==> src/stb_ram.sv <==
`default_nettype none
module stb_ram #(
    parameter int WIDTH = 8,
    parameter int DEPTH = 2,
    parameter int AW    = 1
) (
    input  wire logic             i_clk,
    input  wire logic             i_wr_en,
    input  wire logic [AW-1:0]    i_wr_addr,
    input  wire logic [WIDTH-1:0] i_wr_data,
    input  wire logic [AW-1:0]    i_rd_addr,
    output logic      [WIDTH-1:0] o_rd_data
);

    logic [WIDTH-1:0] mem [DEPTH];

    always_ff @(posedge i_clk) begin
        if (i_wr_en) begin
            mem[i_wr_addr] <= i_wr_data;
        end
        o_rd_data <= mem[i_rd_addr];
    end

endmodule
`default_nettype wire

==> config.mk <==
export PLATFORM = sky130hd
export DESIGN_NAME = stb_ram
export DESIGN_NICKNAME = d
export VERILOG_FILES = /design/src/stb_ram.sv
export SDC_FILE = /design/constraint.sdc
export NUM_CORES = 1
export LEC_CHECK = 0
export BUFFER_PORTS_ARGS = -buffer_cell sky130_fd_sc_hd__clkbuf_2
export CAP_MARGIN = 20
export CORE_ASPECT_RATIO = 0.7
export CORE_MARGIN = 2
export CORE_UTILIZATION = 30
export CTS_CLUSTER_DIAMETER = 150
export CTS_CLUSTER_SIZE = 30
export DETAILED_ROUTE_END_ITERATION = 16
export PLACE_DENSITY = 0.5
export SYNTH_ARGS = -nofsm -noshare
export SYNTH_HDL_FRONTEND = slang
export SYNTH_SLANG_ARGS = --single-unit
==> constraint.sdc <==
create_clock -name i_clk -period 1.4 [get_ports i_clk]
set_clock_uncertainty 0.05 [all_clocks]
set_input_delay 0.28 -clock i_clk [delete_from_list [all_inputs] [get_ports i_clk]]
set_output_delay 0.28 -clock i_clk [all_outputs]
set_load 0.02 [all_outputs]
==> flow_summary.ini, run 1 <==
[placed_design]
gp_congestion = 0.658
dp_slack_ns = 0.287
placedInstanceArea_um2 = 918
io_buffer_count = 19

[finish]
area_growth_syn_to_layout_pct = 24.1
insertedDiodeCount = 0
nNetsFinal = 71
final_area_um2 = 973
final_common_cell = clkbuf_2
layout-drive-gt1-share_pct = 55.2
nFillCells = 237
mostFrequentLayoutCells = clkbuf_2, edfxtp_1, mux2_4, dfxtp_1, clkbuf_8

[power]
combinationalPowerShare_pct = 8.4
p_seq_share_pct = 59.1
switching_share_pct = 19.6
p_sw_uw = 272
leakagePower_uw = 0.000401
p_clk_share_pct = 32.5
total_power_uw = 1390
ir_worst_vdd_mv = 0.674
power.density_mw_per_mm2 = 1430
p_int_uw = 1120

[floorplanning]
ioPinCount = 20
start_util_pct = 31.7
num_rows = 15
fp.dieArea_mm2 = 0.00305
core-area_mm2 = 0.00248
die_y_um = 46.8
die_w_um = 65.1

[worst_hold_path]
hold_end = mem[0][7]
hold_path_class = in -> reg
hold_path_depth = 1
min_from = i_wr_data[7]

[timing]
fin_ws_ns = 0.339
timing.fmax_mhz = 942
finalHoldViolations = 0
drv_slew = 0
finalSetupViolations = 0
worst_slew_pin_slew_ns = 0.362
relSlewSlack_pct = 75.9
period_share_pct = 75.8
tns_ns = 0
rsz0062_at_grt = false
fin_crit_ns = 1.06
fin_hold_ws_ns = 0.152

[routing]
drt-initial-drc-count = 7
drt-wirelength-per-cell_um = 9.93
drc_errors = 0
num_vias = 351
routed_wl_um = 914
first_pass_iters = 2
drtAntennaViolNets = 0
vias_per_cell = 3.82

[clock_tree]
cts.sinks = 24
clock_latency_ns = 0.26
cts_setup_buffers = 0
clockBufferDepth = 2
cts_resized = 0
numCtsBuffers = 3
cts_root_buffer = clkbuf_8
htree_num_levels = 1
cts_tree = built
cts_hold_buf = 0
clk_pin_slew_ns = 0.08

[synthesis]
ys_warn_count = 0
synth_nets = 47
synth.avg_cell_area_um2 = 22.4
netlist_area_um2 = 785
synthCells = 35
ys_types = 6
ys_seq_elements = 24
ys_seq_area_share_pct = 81.7

[setup_path]
r2r_start = mem[1][1]
r2r_end = o_rd_data[1]
critical-path-max-stage-delay_ns = 0.31
crit_chain = clkbuf_2
worst-path-buf-inv = 1
cp-start-kind = flop
worstPathRequired_ns = 1.07
worstSetupEndpointType = output port
critPathMaxFanout = 1
r2r_cells = 1
cpMaxStageDelayCell = dfxtp_1
reg2reg_slack_ns = 0.61
crit_type = reg -> out
cp-startpoint = o_rd_data[2]
worstPathArrival_ns = 0.73
cp.depth = 1
timing.critical_path.max_delay_family = flip-flops

[grt]
grt_first_pass_wirelength_mm = 1.38
grt_max_degree = 14
antenna_found_initial = 0
grtUsageTotal_pct = 6.99
grt_pass1_vias = 295
grt.overflow.total = 0

[flow_run]
drv_cap = 0

[outcome]
status = completed
per-stage QoR:
stage | cells | utilization [%]
6_report | 92 | 39.3
5_1_grt | 92 | 39.3
4_1_cts | 92 | 39.3
3_5_place_dp | 88 | 37.1
3_3_place_gp | 88 | 37.1
2_1_floorplan | 35 | -
registers in the layout (all words and copies together) (netlist names):
name / count
mem: 16
o_rd_data: 8
Yosys cell counts, drive strengths merged:
master,n,share of area [%]
and2,1,0.80
buf,1,1.4
dfxtp,8,20
edfxtp,16,61
mux2,8,15
nor2b,1,0.80
cells by family after synthesis:
group                  Yosys count  synth area share, %
buffers and inverters            1                 1.44
DFF                             24                 81.7
muxes                            8                 15.3
and+or+nand+nor                  2                 1.60
worst max path at each step:
stage,end,slack [ns]
6_report,o_rd_data[2],0.34
5_1_grt,o_rd_data[2],0.29
4_1_cts,o_rd_data[2],0.32
3_5_place_dp,mem[1][0],0.29
3_3_place_gp,mem[1][0],0.32
2_1_floorplan,mem[0][0],0.28
final cells by class:
| type | count | area, µm² | share of cell area [%] |
|---|---|---|---|
| Clock buffer | 4 | 55.1 | 5.66 |
| Multi-Input combinational cell | 10 | 133 | 13.6 |
| Sequential cell | 24 | 641 | 65.8 |
| Tap cell | 34 | 42.5 | 4.37 |
| Timing Repair Buffer | 20 | 103 | 10.5 |
layer usage:
layer  wire (µm)  part of all wire [%]  vias up  GRT usage [%]
met2         415                    45       15           10.3
li1            -                     -      174              -
met3          86                   9.4        2           5.04
met5           0                     0        -              0
met4           8                  0.88        0           3.75
met1         404                    44      160           7.63
power groups by stage:
stage	Combinational (µW)	Clock [µW]	Sequential, µW
after global routing	126	493	828
after detailed placement	120	0	840
after CTS	120	469	824
after floorplan	48.8	0	866
after global placement	120	0	840
final	117	452	823
(Power assumes the default switching activity.)
==> inputs of run 2 (changes only) <==
Settings changed: ABC_AREA set to 1, PLACE_DENSITY 0.5 to 0.52.
Clock period 1.4 ns to 0.9 ns, I/O delays scaled along.
==> run 2 against run 1 <==
Net effect: the flow now finishes with violations (setup timing); hold slack worse by 0.061 ns; cell area rose by 15%; sequential share of layout area decreased by 7.8 points; synthesized cell count rose by 54%; combinational power grew 120%; sequential power rose by 58%; non-clock buffer count increased by 10; utilization up 6.7 points; register-to-register slack got worse by 0.36 ns; critical endpoint is now o_rd_data[0].
==> flow_summary.ini, run 2 <==
[routing]
vias_per_cell = 3.83
first_pass_iters = 3
drt-initial-drc-count = 6
num_vias = 463
drtAntennaViolNets = 0
drc_errors = 0
drt-wirelength-per-cell_um = 9.62
routed_wl_mm = 1.16

[timing]
fin_hold_ws_ns = 0.0905
finalHoldViolations = 0
relSlewSlack_pct = 90.8
drv_slew = 0
period_share_pct = 111
rsz0062_at_grt = true
finalSetupViolations = 8
worst_slew_pin_slew_ns = 0.138
fin_crit_ns = 1.00
fin_ws_ns = -0.103
timing.fmax_mhz = 997

[synthesis]
ys_warn_count = 0
synth-simple-area-share_pct = 12.8
ys_types = 7
muxShareOfSynthArea_pct = 0
synthCells = 54
async_reset_ff_share_pct = 0
ys_seq_area_share_pct = 84.2
synth.avg_cell_area_um2 = 14.1
synthXorXnorAreaFrac_pct = 0
netlist_top_cells_area = edfxtp_1, dfxtp_1, nand2_1, buf_6, inv_1
synth_nets = 66
synth_edf_count = 16
ys_seq_elements = 24
synth_top_area_share_pct = 63.2
synth_top_family_by_area = simple AND/OR/NAND/NOR gates
netlist_area_um2 = 761
synth_compound_area_share_pct = 0
synth_fa_ha_area_share_pct = 0
synth.top_cells.by_count = nand2_1, edfxtp_1, dfxtp_1
synthFlopType = edfxtp_1
yosysTopAreaCell = edfxtp_1
yosysMostFrequentCell = nand2_1

[setup_path]
worst-path-buf-inv = 1
crit_chain = buf_8
crit_type = reg -> out
worstPathRequired_ns = 0.67
cpMaxStageDelayCell = dfxtp_2
cp-start-kind = flop
critPathMaxFanout = 1
worstPathArrival_ns = 0.77
timing.critical_path.max_delay_family = flip-flops
critical-path-max-stage-delay_ns = 0.35
r2r_start = mem[0][5]
cp-startpoint = o_rd_data[0]
worstSetupEndpointType = output port

[grt]
grtUsageTotal_pct = 9.33
grt_pass1_vias = 437
grt_max_degree = 14
antenna_found_initial = 0
grt.overflow.total = 0
grt_first_pass_wirelength_mm = 1.90

[finish]
layout-drive-gt1-share_pct = 40.2
largest_reg_flops = 16
nNetsFinal = 100
top_regs = mem (16), o_rd_data (8)
layout.core_utilization_pct = 45.9
fin_cells = 121
nFillCells = 232
mostFrequentLayoutCells = nand2_1, edfxtp_1, clkbuf_2
area_growth_syn_to_layout_pct = 47.4
insertedDiodeCount = 0
largest_register = mem
final_common_cell = nand2_1

[floorplanning]
ioPinCount = 20
core-area_mm2 = 0.00244
fp.dieArea_mm2 = 0.00296
start_util_pct = 31.2
die_w_um = 64.2
num_rows = 15
die_y_um = 46.1

[flow_run]
drv_cap = 0

[worst_hold_path]
hold_path_class = in -> reg
min_from = i_rd_addr

[placed_design]
dp_slack_ns = 0.00778
dp_cells = 109
gp_congestion = 0.630
io_buffer_count = 19

[clock_tree]
clock_latency_ns = 0.30
clockBufferDepth = 2
htree_num_levels = 1
cts_root_buffer = clkbuf_4
numCtsBuffers = 3
clk_pin_slew_ns = 0.13
cts.sinks = 24
cts_tree = built

[power]
leakagePower_uw = 0.000482
ir_worst_vdd_mv = 1.09
total_power_uw = 2020
power.density_mw_per_mm2 = 1800

[outcome]
violations = setup timing
status = finished, violations left
## run 2: cell types whose count changed after synthesis, sizes merged
cell,change
nand2,+25
mux2,-8
inv,+3
and2,-1
nor2,+1
nor2b,-1
## run 2: cells by family after synthesis
logic type             count (synthesis)
flip-flops                            24
buffers and inverters                  4
AND/OR/NAND/NOR                       26
## run 2: repair_timing
action,in CTS,in global routing
setup endpoints to repair,8,8
gates resized for setup,24,8
buffers inserted,0,0
hold endpoints to repair,6,10
hold buffers,3,5
pin swaps,0,0
## run 2: where the power goes
| part | internal (µW) | total (µW) | switching, µW | leakage [µW] |
|---|---|---|---|---|
| combinational | 150 | 262 | 112 | 0.000249 |
| clock | 162 | 459 | 297 | 0.0000154 |
| sequential | 1270 | 1300 | 30.5 | 0.000218 |
| total | 1580 | 2020 | 440 | 0.000482 |
## run 2: worst paths after layout
check | slack [ns] | endpoint | cells past startpoint
setup reg to reg | 0.25 | o_rd_data[5] | 2
hold reg to reg | 0.40 | o_rd_data[4] | 2
hold / removal | 0.09 | o_rd_data[6] | 3
setup / recovery | -0.10 | o_rd_data[0] | 1
## run 2: layout make-up
type / count / area (µm²) / area share, %
Timing Repair Buffer: 30 / 290 / 25.9
Tap cell: 34 / 42.5 / 3.79
Sequential cell: 24 / 651 / 58.0
Clock buffer: 3 / 22.5 / 2.01
Multi-Input combinational cell: 26 / 100 / 8.93
Clock inverter: 1 / 3.75 / 0.335
Inverter: 3 / 11.3 / 1.00
## run 2: metrics by stage
stage | TNS [ns] | cell area (µm²)
finish | -0.737 | 1120
floorplan | 0 | 763
global placement | 0 | 925
detailed placement | 0 | 925
global route | -1.12 | 1120
CTS | -0.975 | 1060
## run 2: per-layer routing
metal	routed length (µm)	vias to the layer above	global-route usage (%)
met5	0	-	0
met4	9	0	1.28
met3	100	2	6.36
met2	522	16	16.0
met1	531	202	9.97
li1	-	243	-
