[config.mk]
export PLATFORM = sky130hd
export DESIGN_NAME = stb_norm
export DESIGN_NICKNAME = d
export VERILOG_FILES = /design/src/stb_pkg.sv /design/src/stb_norm.sv
export SDC_FILE = /design/constraint.sdc
export NUM_CORES = 1
export LEC_CHECK = 0
export BUFFER_PORTS_ARGS = -buffer_cell sky130_fd_sc_hd__buf_2
export CAP_MARGIN = 40
export CORE_AREA = 2 2 125 127
export DETAILED_ROUTE_END_ITERATION = 10
export DIE_AREA = 0 0 127 129
export MAX_ROUTING_LAYER = met4
export PLACE_DENSITY_LB_ADDON = 0.1
export SLEW_MARGIN = 30
export SYNTH_ARGS = -nofsm -noshare
export SYNTH_HDL_FRONTEND = slang
export SYNTH_SLANG_ARGS = --single-unit
[constraint.sdc]
create_clock -name vclk -period 1.45
set_input_delay 0.0725 -clock vclk [all_inputs]
set_output_delay 0.0725 -clock vclk [all_outputs]
set_load 0.1 [all_outputs]
[src/stb_pkg.sv]
`default_nettype none
package stb_pkg;

    localparam int MAX_ENTRIES_DEF = 64;

    typedef enum logic [1:0] {
        ACT_INSERT = 2'd0,
        ACT_SEARCH = 2'd1,
        ACT_DELETE = 2'd2
    } t_action;

    localparam logic [2:0] ST_INSERTED  = 3'd0;
    localparam logic [2:0] ST_FULL      = 3'd1;
    localparam logic [2:0] ST_FOUND     = 3'd2;
    localparam logic [2:0] ST_NOT_FOUND = 3'd3;
    localparam logic [2:0] ST_DELETED   = 3'd4;

    typedef struct packed {
        logic [1:0]  action;
        logic [63:0] key_part0;
        logic [63:0] key_part1;
        logic [31:0] key_part2;
        logic [63:0] kind_in0;
        logic [63:0] kind_in1;
        logic [31:0] kind_in2;
        logic [63:0] payload_in0;
        logic [63:0] payload_in1;
        logic [31:0] payload_in2;
    } t_req;

    typedef struct packed {
        logic [2:0]  status;
        logic [63:0] kind_out0;
        logic [63:0] kind_out1;
        logic [31:0] kind_out2;
        logic [63:0] payload_out0;
        logic [63:0] payload_out1;
        logic [31:0] payload_out2;
        logic [6:0]  entries_used;
    } t_rsp;

    typedef struct packed {
        logic [63:0] part0;
        logic [63:0] part1;
        logic [31:0] part2;
    } t_name;

    typedef struct packed {
        logic [63:0] kind0;
        logic [63:0] kind1;
        logic [31:0] kind2;
        logic [63:0] payload0;
        logic [63:0] payload1;
        logic [31:0] payload2;
    } t_attr;

endpackage
`default_nettype wire

[src/stb_norm.sv]
`default_nettype none
module stb_norm (
    input  wire stb_pkg::t_name i_name,
    output stb_pkg::t_name      o_name
);
    import stb_pkg::*;

    localparam int NBYTES = 20;

    logic [NBYTES*8-1:0] flat_in;
    logic [NBYTES*8-1:0] flat_out;
    logic                seen;

    assign flat_in = {i_name.part2, i_name.part1, i_name.part0};

    always_comb begin
        seen = 1'b0;
        for (int i = 0; i < NBYTES; i++) begin
            flat_out[i*8 +: 8] = seen ? 8'h00 : flat_in[i*8 +: 8];
            seen = seen | (flat_in[i*8 +: 8] == 8'h00);
        end
    end

    assign o_name.part0 = flat_out[63:0];
    assign o_name.part1 = flat_out[127:64];
    assign o_name.part2 = flat_out[159:128];

endmodule
`default_nettype wire

==> results of run 1 <==
[routing by layer]
metal | track usage (%) | part of all wire [%] | up-vias | routed length (um)
met5 | - | 0 | - | 0
met4 | 1.29 | 0.91 | 0 | 134
met3 | 1.91 | 6.5 | 8 | 955
met2 | 34.9 | 58 | 186 | 8590
met1 | 17.8 | 34 | 1752 | 5040
li1 | - | - | 1825 | -
[cells by family (layout without fill, tap and decap cells)]
group / after synthesis / count (layout) / synth area share [%]
buffers and inverters: 27 / 410 / 9.52
AO/OA/AOI/OAI: 1 / 1 / 0.302
AND/OR/NAND/NOR: 269 / 270 / 90.2
[power by group]
part / leakage, uW / internal [uW] / switching, uW
clock network: 0 / 0 / 0
logic: 0.00377 / 1810 / 2870
registers: 0 / 0 / 0
[final cells by class]
| cell class | count | area share, % |
|---|---|---|
| timing repair buffer | 410 | 65.1 |
| multi-input combinational | 271 | 32.0 |
| tap | 188 | 2.89 |
[path summary, 6_finish.rpt]
check	slack, ns	to	cells past startpoint
max	-0.26	o_name[24]	9
min	0.52	o_name[96]	2
[repair_timing]
item	CTS	global route
hold buffers	0	0
gates cloned	8	1
pin swaps	94	45
endpoints found under the setup margin	136	148
resized for setup	284	83
hold endpoints to repair	0	0
setup buffers	21	9
[through the flow]
step / hold slack [ns] / utilization, % / cells
6_report: 0.524 / 54.4 / 869
5_1_grt: 0.528 / 54.4 / 869
4_1_cts: 0.522 / 52.1 / 863
3_5_place_dp: 0.536 / 42.0 / 836
3_3_place_gp: 0.533 / 41.9 / 835
2_1_floorplan: 0.357 / - / 297
[layout by cell type (no fill, tap or decap), types with 2 or more instances in the layout]
master and count:
nand4_1 10, nor3_4 3, and2_2 16, nand2_1 28, and2_4 38, nor4_4 15, and3_2 2, nand3_1 9
and3_4 41, nand3_4 9, buf_12 149, nor4_1 14, buf_6 98, and2_1 11, nor2_4 41, buf_2 89
buf_4 58, and3_1 7, buf_16 7, nor4_2 8, nand2_2 8, buf_8 8, or4_4 4
==> flow_summary_export.csv, run 1 <==
group,metric,value,unit
logic_synthesis,yosysTopAreaCellShare,24.2,%
power_and_ir_drop,totalPowerFinal,4680,uW
timing,min_period,1.71,ns
timing,hold_viol,0,
floorplanning,io_pins,320,
timing,period_share,118,%
final_layout,multi_input_area,2610,sq um
routing,drt-initial-drc-count,66,
final_layout,clkbuf_count,0,
logic_synthesis,syn_area,1660,sq um
timing,setup_viol,138,
worst_setup_path,endpoint_kind,"output port",
logic_synthesis,ys_warn_count,0,
worst_setup_path,path_cells,"buf_6, nor4_2, nand2_1, nand4_1, buf_6, or4_4, clkbuf_16, nor2_4, buf_12",
worst_setup_path,slowest_stage,"or4_4",
logic_synthesis,yosys-top-cells-count,"and2_1 (64), and3_1 (49), nor2_1 (41)",
final_layout,nets,843,
routing,drc,0,
worst_setup_path,cp_slowest_stage_delay,0.48,ns
grt,grt_pass1_wl,21900,um
worst_setup_path,crit_arrival,1.63,ns
grt,antenna_found_initial,0,
worst_setup_path,cp-start-kind,"input pin",
run_status,violations,"setup timing",
timing,timing.fmax,586,MHz
timing,slew_headroom,67.4,%
floorplanning,die_y,129,um
timing,setup_slack,-0.256,ns
logic_synthesis,syn-instance-count,297,
routing,routed_wl,14700,um
final_layout,final_area,8150,sq um
logic_synthesis,synth_seq_area_share,0,%
logic_synthesis,synthTopCellsByArea,"and2_1 (24%), and3_1 (19%), nor4_1 (14%), nor2_1 (9.3%), nand2_1 (7.7%)",
power_and_ir_drop,leakage,0.00377,uW
final_layout,diodes,0,
worst_hold_path,hp-class,"in2out",
worst_setup_path,setup.worst_path.start,"i_name[133]",
run,cap_violations,0,
routing,antenna_left,0,
floorplanning,start_util,11.1,%
worst_setup_path,crit_family,"simple AND/OR/NAND/NOR gates",
timing,fin_tns_setup,-18.86,ns
final_layout,area_growth,393,%
placed_design,post-place-ws,-0.417,ns
grt,grt_max_degree,17,
run_status,status,"complete, but fails checks",
floorplanning,core_area,15000,sq um
grt,first_global_vias,4114,
worst_setup_path,critPathKind,"in2out",
floorplanning,die_x,127,um
logic_synthesis,syn_area_per_cell,5.57,sq um
worst_setup_path,critPathMaxFanout,8,
final_layout,drive_above_1_share,88.4,%
worst_setup_path,path_buf_inv,4,
logic_synthesis,ys_types,24,
logic_synthesis,synth_fp_nets,457,
routing,firstDrtPassIters,4,
grt,gr-total-overflow,0,
logic_synthesis,synth_top_cell_by_area,"and2_1",
worst_setup_path,critPathRequiredTime,1.38,ns
final_layout,nFillCells,1264,
routing,via_per_inst,4.34,
grt,grtUsageTotal,16.9,%
placed_design,io_buffers,320,
floorplanning,num_rows,45,
routing,wl_per_cell,16.9,um
final_layout,regArea,0,sq um
placed_design,dp_hpwl,11400,um
placed_design,place_area,6290,sq um
logic_synthesis,synth.most_common_cell,"and2_1",
floorplanning,dieArea,16400,sq um
timing,grt_setup_unrepaired,"true",
final_layout,seq_cell_count,0,
worst_setup_path,cpMostUsedCell,"buf_6",
placed_design,gp_congestion,0.903,
worst_hold_path,worstHoldStart,"i_name[96]",
routing,vias,3771,
power_and_ir_drop,power_density,574,nW/um^2
timing,drv_slew,0,
power_and_ir_drop,vdd_drop_max,428,uV
timing,tightest_slew,0.493,ns
Power figures use the tool's default switching activity.
==> run 2: changes to the inputs <==
- BUFFER_PORTS_ARGS: -buffer_cell sky130_fd_sc_hd__buf_2 -> -buffer_cell sky130_fd_sc_hd__buf_4
- CORE_AREA: 2 2 125 127 -> 4 4 120 122
- DIE_AREA: 0 0 127 129 -> 0 0 124 126
==> run 2 against run 1 <==
The flow still finishes with violations (setup timing); core utilization shrank 0.28 points; worst hold slack got worse by 0.057 ns; critical path depth is the same; first-iteration DRC count is 9.1% higher; die area fell by 4.6%; combinational power fell by 5.6%; cell area down 12%; global-route usage grew 0.90 points; cell count shrank 4.8%; flip-flop and latch count did not move; via count decreased by 4.4%; routed wire length fell by 2.2%; largest cell class unchanged.
==> flow_summary_export.csv, run 2 (same netlist as run 1, synthesis figures left out) <==
group,metric,value,unit
grt,use_met2,35.7,%
final_layout,area_growth,332,%
worst_hold_path,hp-class,"in2out",
routing,drt-initial-drc-count,72,
timing,whs,0.467,ns
floorplanning,die_x,124,um
grt,antenna_found_initial,0,
timing,grt_setup_unrepaired,"true",
power_and_ir_drop,totalPowerFinal,4420,uW
final_layout,final_common_cell,"buf_4",
timing,slew_headroom,60.1,%
final_layout,nets,813,
timing,drv_slew,0,
routing,drc,0,
worst_setup_path,cp-start-kind,"input pin",
routing,via_per_inst,4.36,
placed_design,io_buffers,320,
worst_setup_path,path_cells,"buf_6, nor4_4, nand2_1, nand3_2, buf_6, or4_4, buf_12, nor2_4, buf_12",
floorplanning,dieArea,15600,sq um
timing,period_share,118,%
run_status,violations,"setup timing",
final_layout,diodes,0,
floorplanning,io_pins,320,
power_and_ir_drop,power_density,619,nW/um^2
timing,timing.fmax,584,MHz
run,cap_violations,0,
timing,hold_viol,0,
routing,wl_per_cell,17.4,um
grt,grtUsageTotal,17.8,%
floorplanning,die_y,126,um
final_layout,most-common-layout-cells,"buf_4 (211), buf_12 (108), buf_6 (42)",
final_layout,seq_cell_count,0,
grt,grt_use_met3,4.62,%
grt,grt_max_degree,33,
timing,setup_slack,-0.261,ns
worst_setup_path,crit_arrival,1.64,ns
worst_hold_path,hold_path_depth,2,
final_layout,fin_util,54.2,%
grt,grt_pass1_wl,21600,um
timing,min_period,1.71,ns
grt,use_met1,16.2,%
routing,antenna_left,0,
final_layout,regArea,0,sq um
worst_setup_path,critPathRequiredTime,1.38,ns
floorplanning,start_util,12.5,%
placed_design,gp_congestion,0.822,
run_status,status,"complete, but fails checks",
placed_design,place_area,5180,sq um
worst_setup_path,critPathKind,"in2out",
worst_setup_path,slowest_stage,"or4_4",
worst_setup_path,endpoint_kind,"output port",
power_and_ir_drop,vdd_drop_max,331,uV
timing,tightest_slew,0.596,ns
worst_setup_path,cp_slowest_stage_delay,0.59,ns
timing,setup_viol,114,
worst_setup_path,critPathMaxFanout,8,
final_layout,clkbuf_count,0,
final_layout,drive_above_1_share,83.4,%
floorplanning,core_area,13200,sq um
worst_hold_path,worstHoldStart,"i_name[96]",
routing,vias,3605,
worst_hold_path,min_to,"o_name[96]",
grt,busiest_layer,"met2",
final_layout,final_area,7140,sq um
routing,routed_wl,14400,um
grt,gr-total-overflow,0,
power_and_ir_drop,leakage,0.00335,uW
floorplanning,num_rows,42,
grt,first_global_vias,4039,
placed_design,dp_hpwl,12000,um
routing,firstDrtPassIters,4,
-- run 2: changes by cell type in the layout (fill, tap and decap cells not counted), sizes merged --
cell | previous run | this run
buf | 409 | 381
and3 | 50 | 49
clkbuf | 1 | 0
-- run 2: how the worst max path moves through the flow --
| stage | start | endpoint | slack (ns) | cells past startpoint |
|---|---|---|---|---|
| 4_1_cts | i_name[140] | o_name[27] | -0.28 | 9 |
| 3_5_place_dp | i_name[85] | o_name[26] | -0.47 | 7 |
| 2_1_floorplan | i_name[151] | o_name[16] | -0.26 | 7 |
| 6_report | i_name[136] | o_name[17] | -0.26 | 9 |
| 5_1_grt | i_name[136] | o_name[29] | -0.32 | 9 |
| 3_3_place_gp | i_name[136] | o_name[32] | -0.48 | 8 |
-- run 2: per-layer routing --
metal  share of wire [%]  wire length (um)
met5                   0                 0
met4                 2.7               391
met3                 9.5              1370
met2                  58              8310
met1                  30              4320
-- run 2: timing repair --
| action | 4_1_cts | 5_1_grt |
|---|---|---|
| pin swaps | 44 | 20 |
| endpoints found under the setup margin | 136 | 136 |
| gates cloned | 3 | 0 |
| buffers inserted | 8 | 3 |
| hold buffers | 0 | 0 |
| gates resized for setup | 395 | 66 |
-- run 2: metrics by stage --
stage	setup TNS [ns]	worst slack (ns)	std cells
global route	-25.88	-0.320	827
detailed placement	-42.10	-0.467	815
CTS	-16.59	-0.283	826
floorplan	-8.18	-0.261	297
global placement	-46.90	-0.481	815
finish	-16.68	-0.261	827
-- run 2: final cells by class --
cell class                      count  area, sq um
Multi-Input combinational cell    270         2390
Timing Repair Buffer              381         4530
Tap cell                          176          220
Fill cell                        1161         6050
-- run 2: critical path, delay by kind of cell --
kind | cells | cell delay (ns)
buf+inv | 4 | 0.61
simple gates | 5 | 0.96
-- run 2: report_power, final --
part / switching (uW) / internal, uW
clock network: 0 / 0
logic: 2820 / 1610
registers: 0 / 0
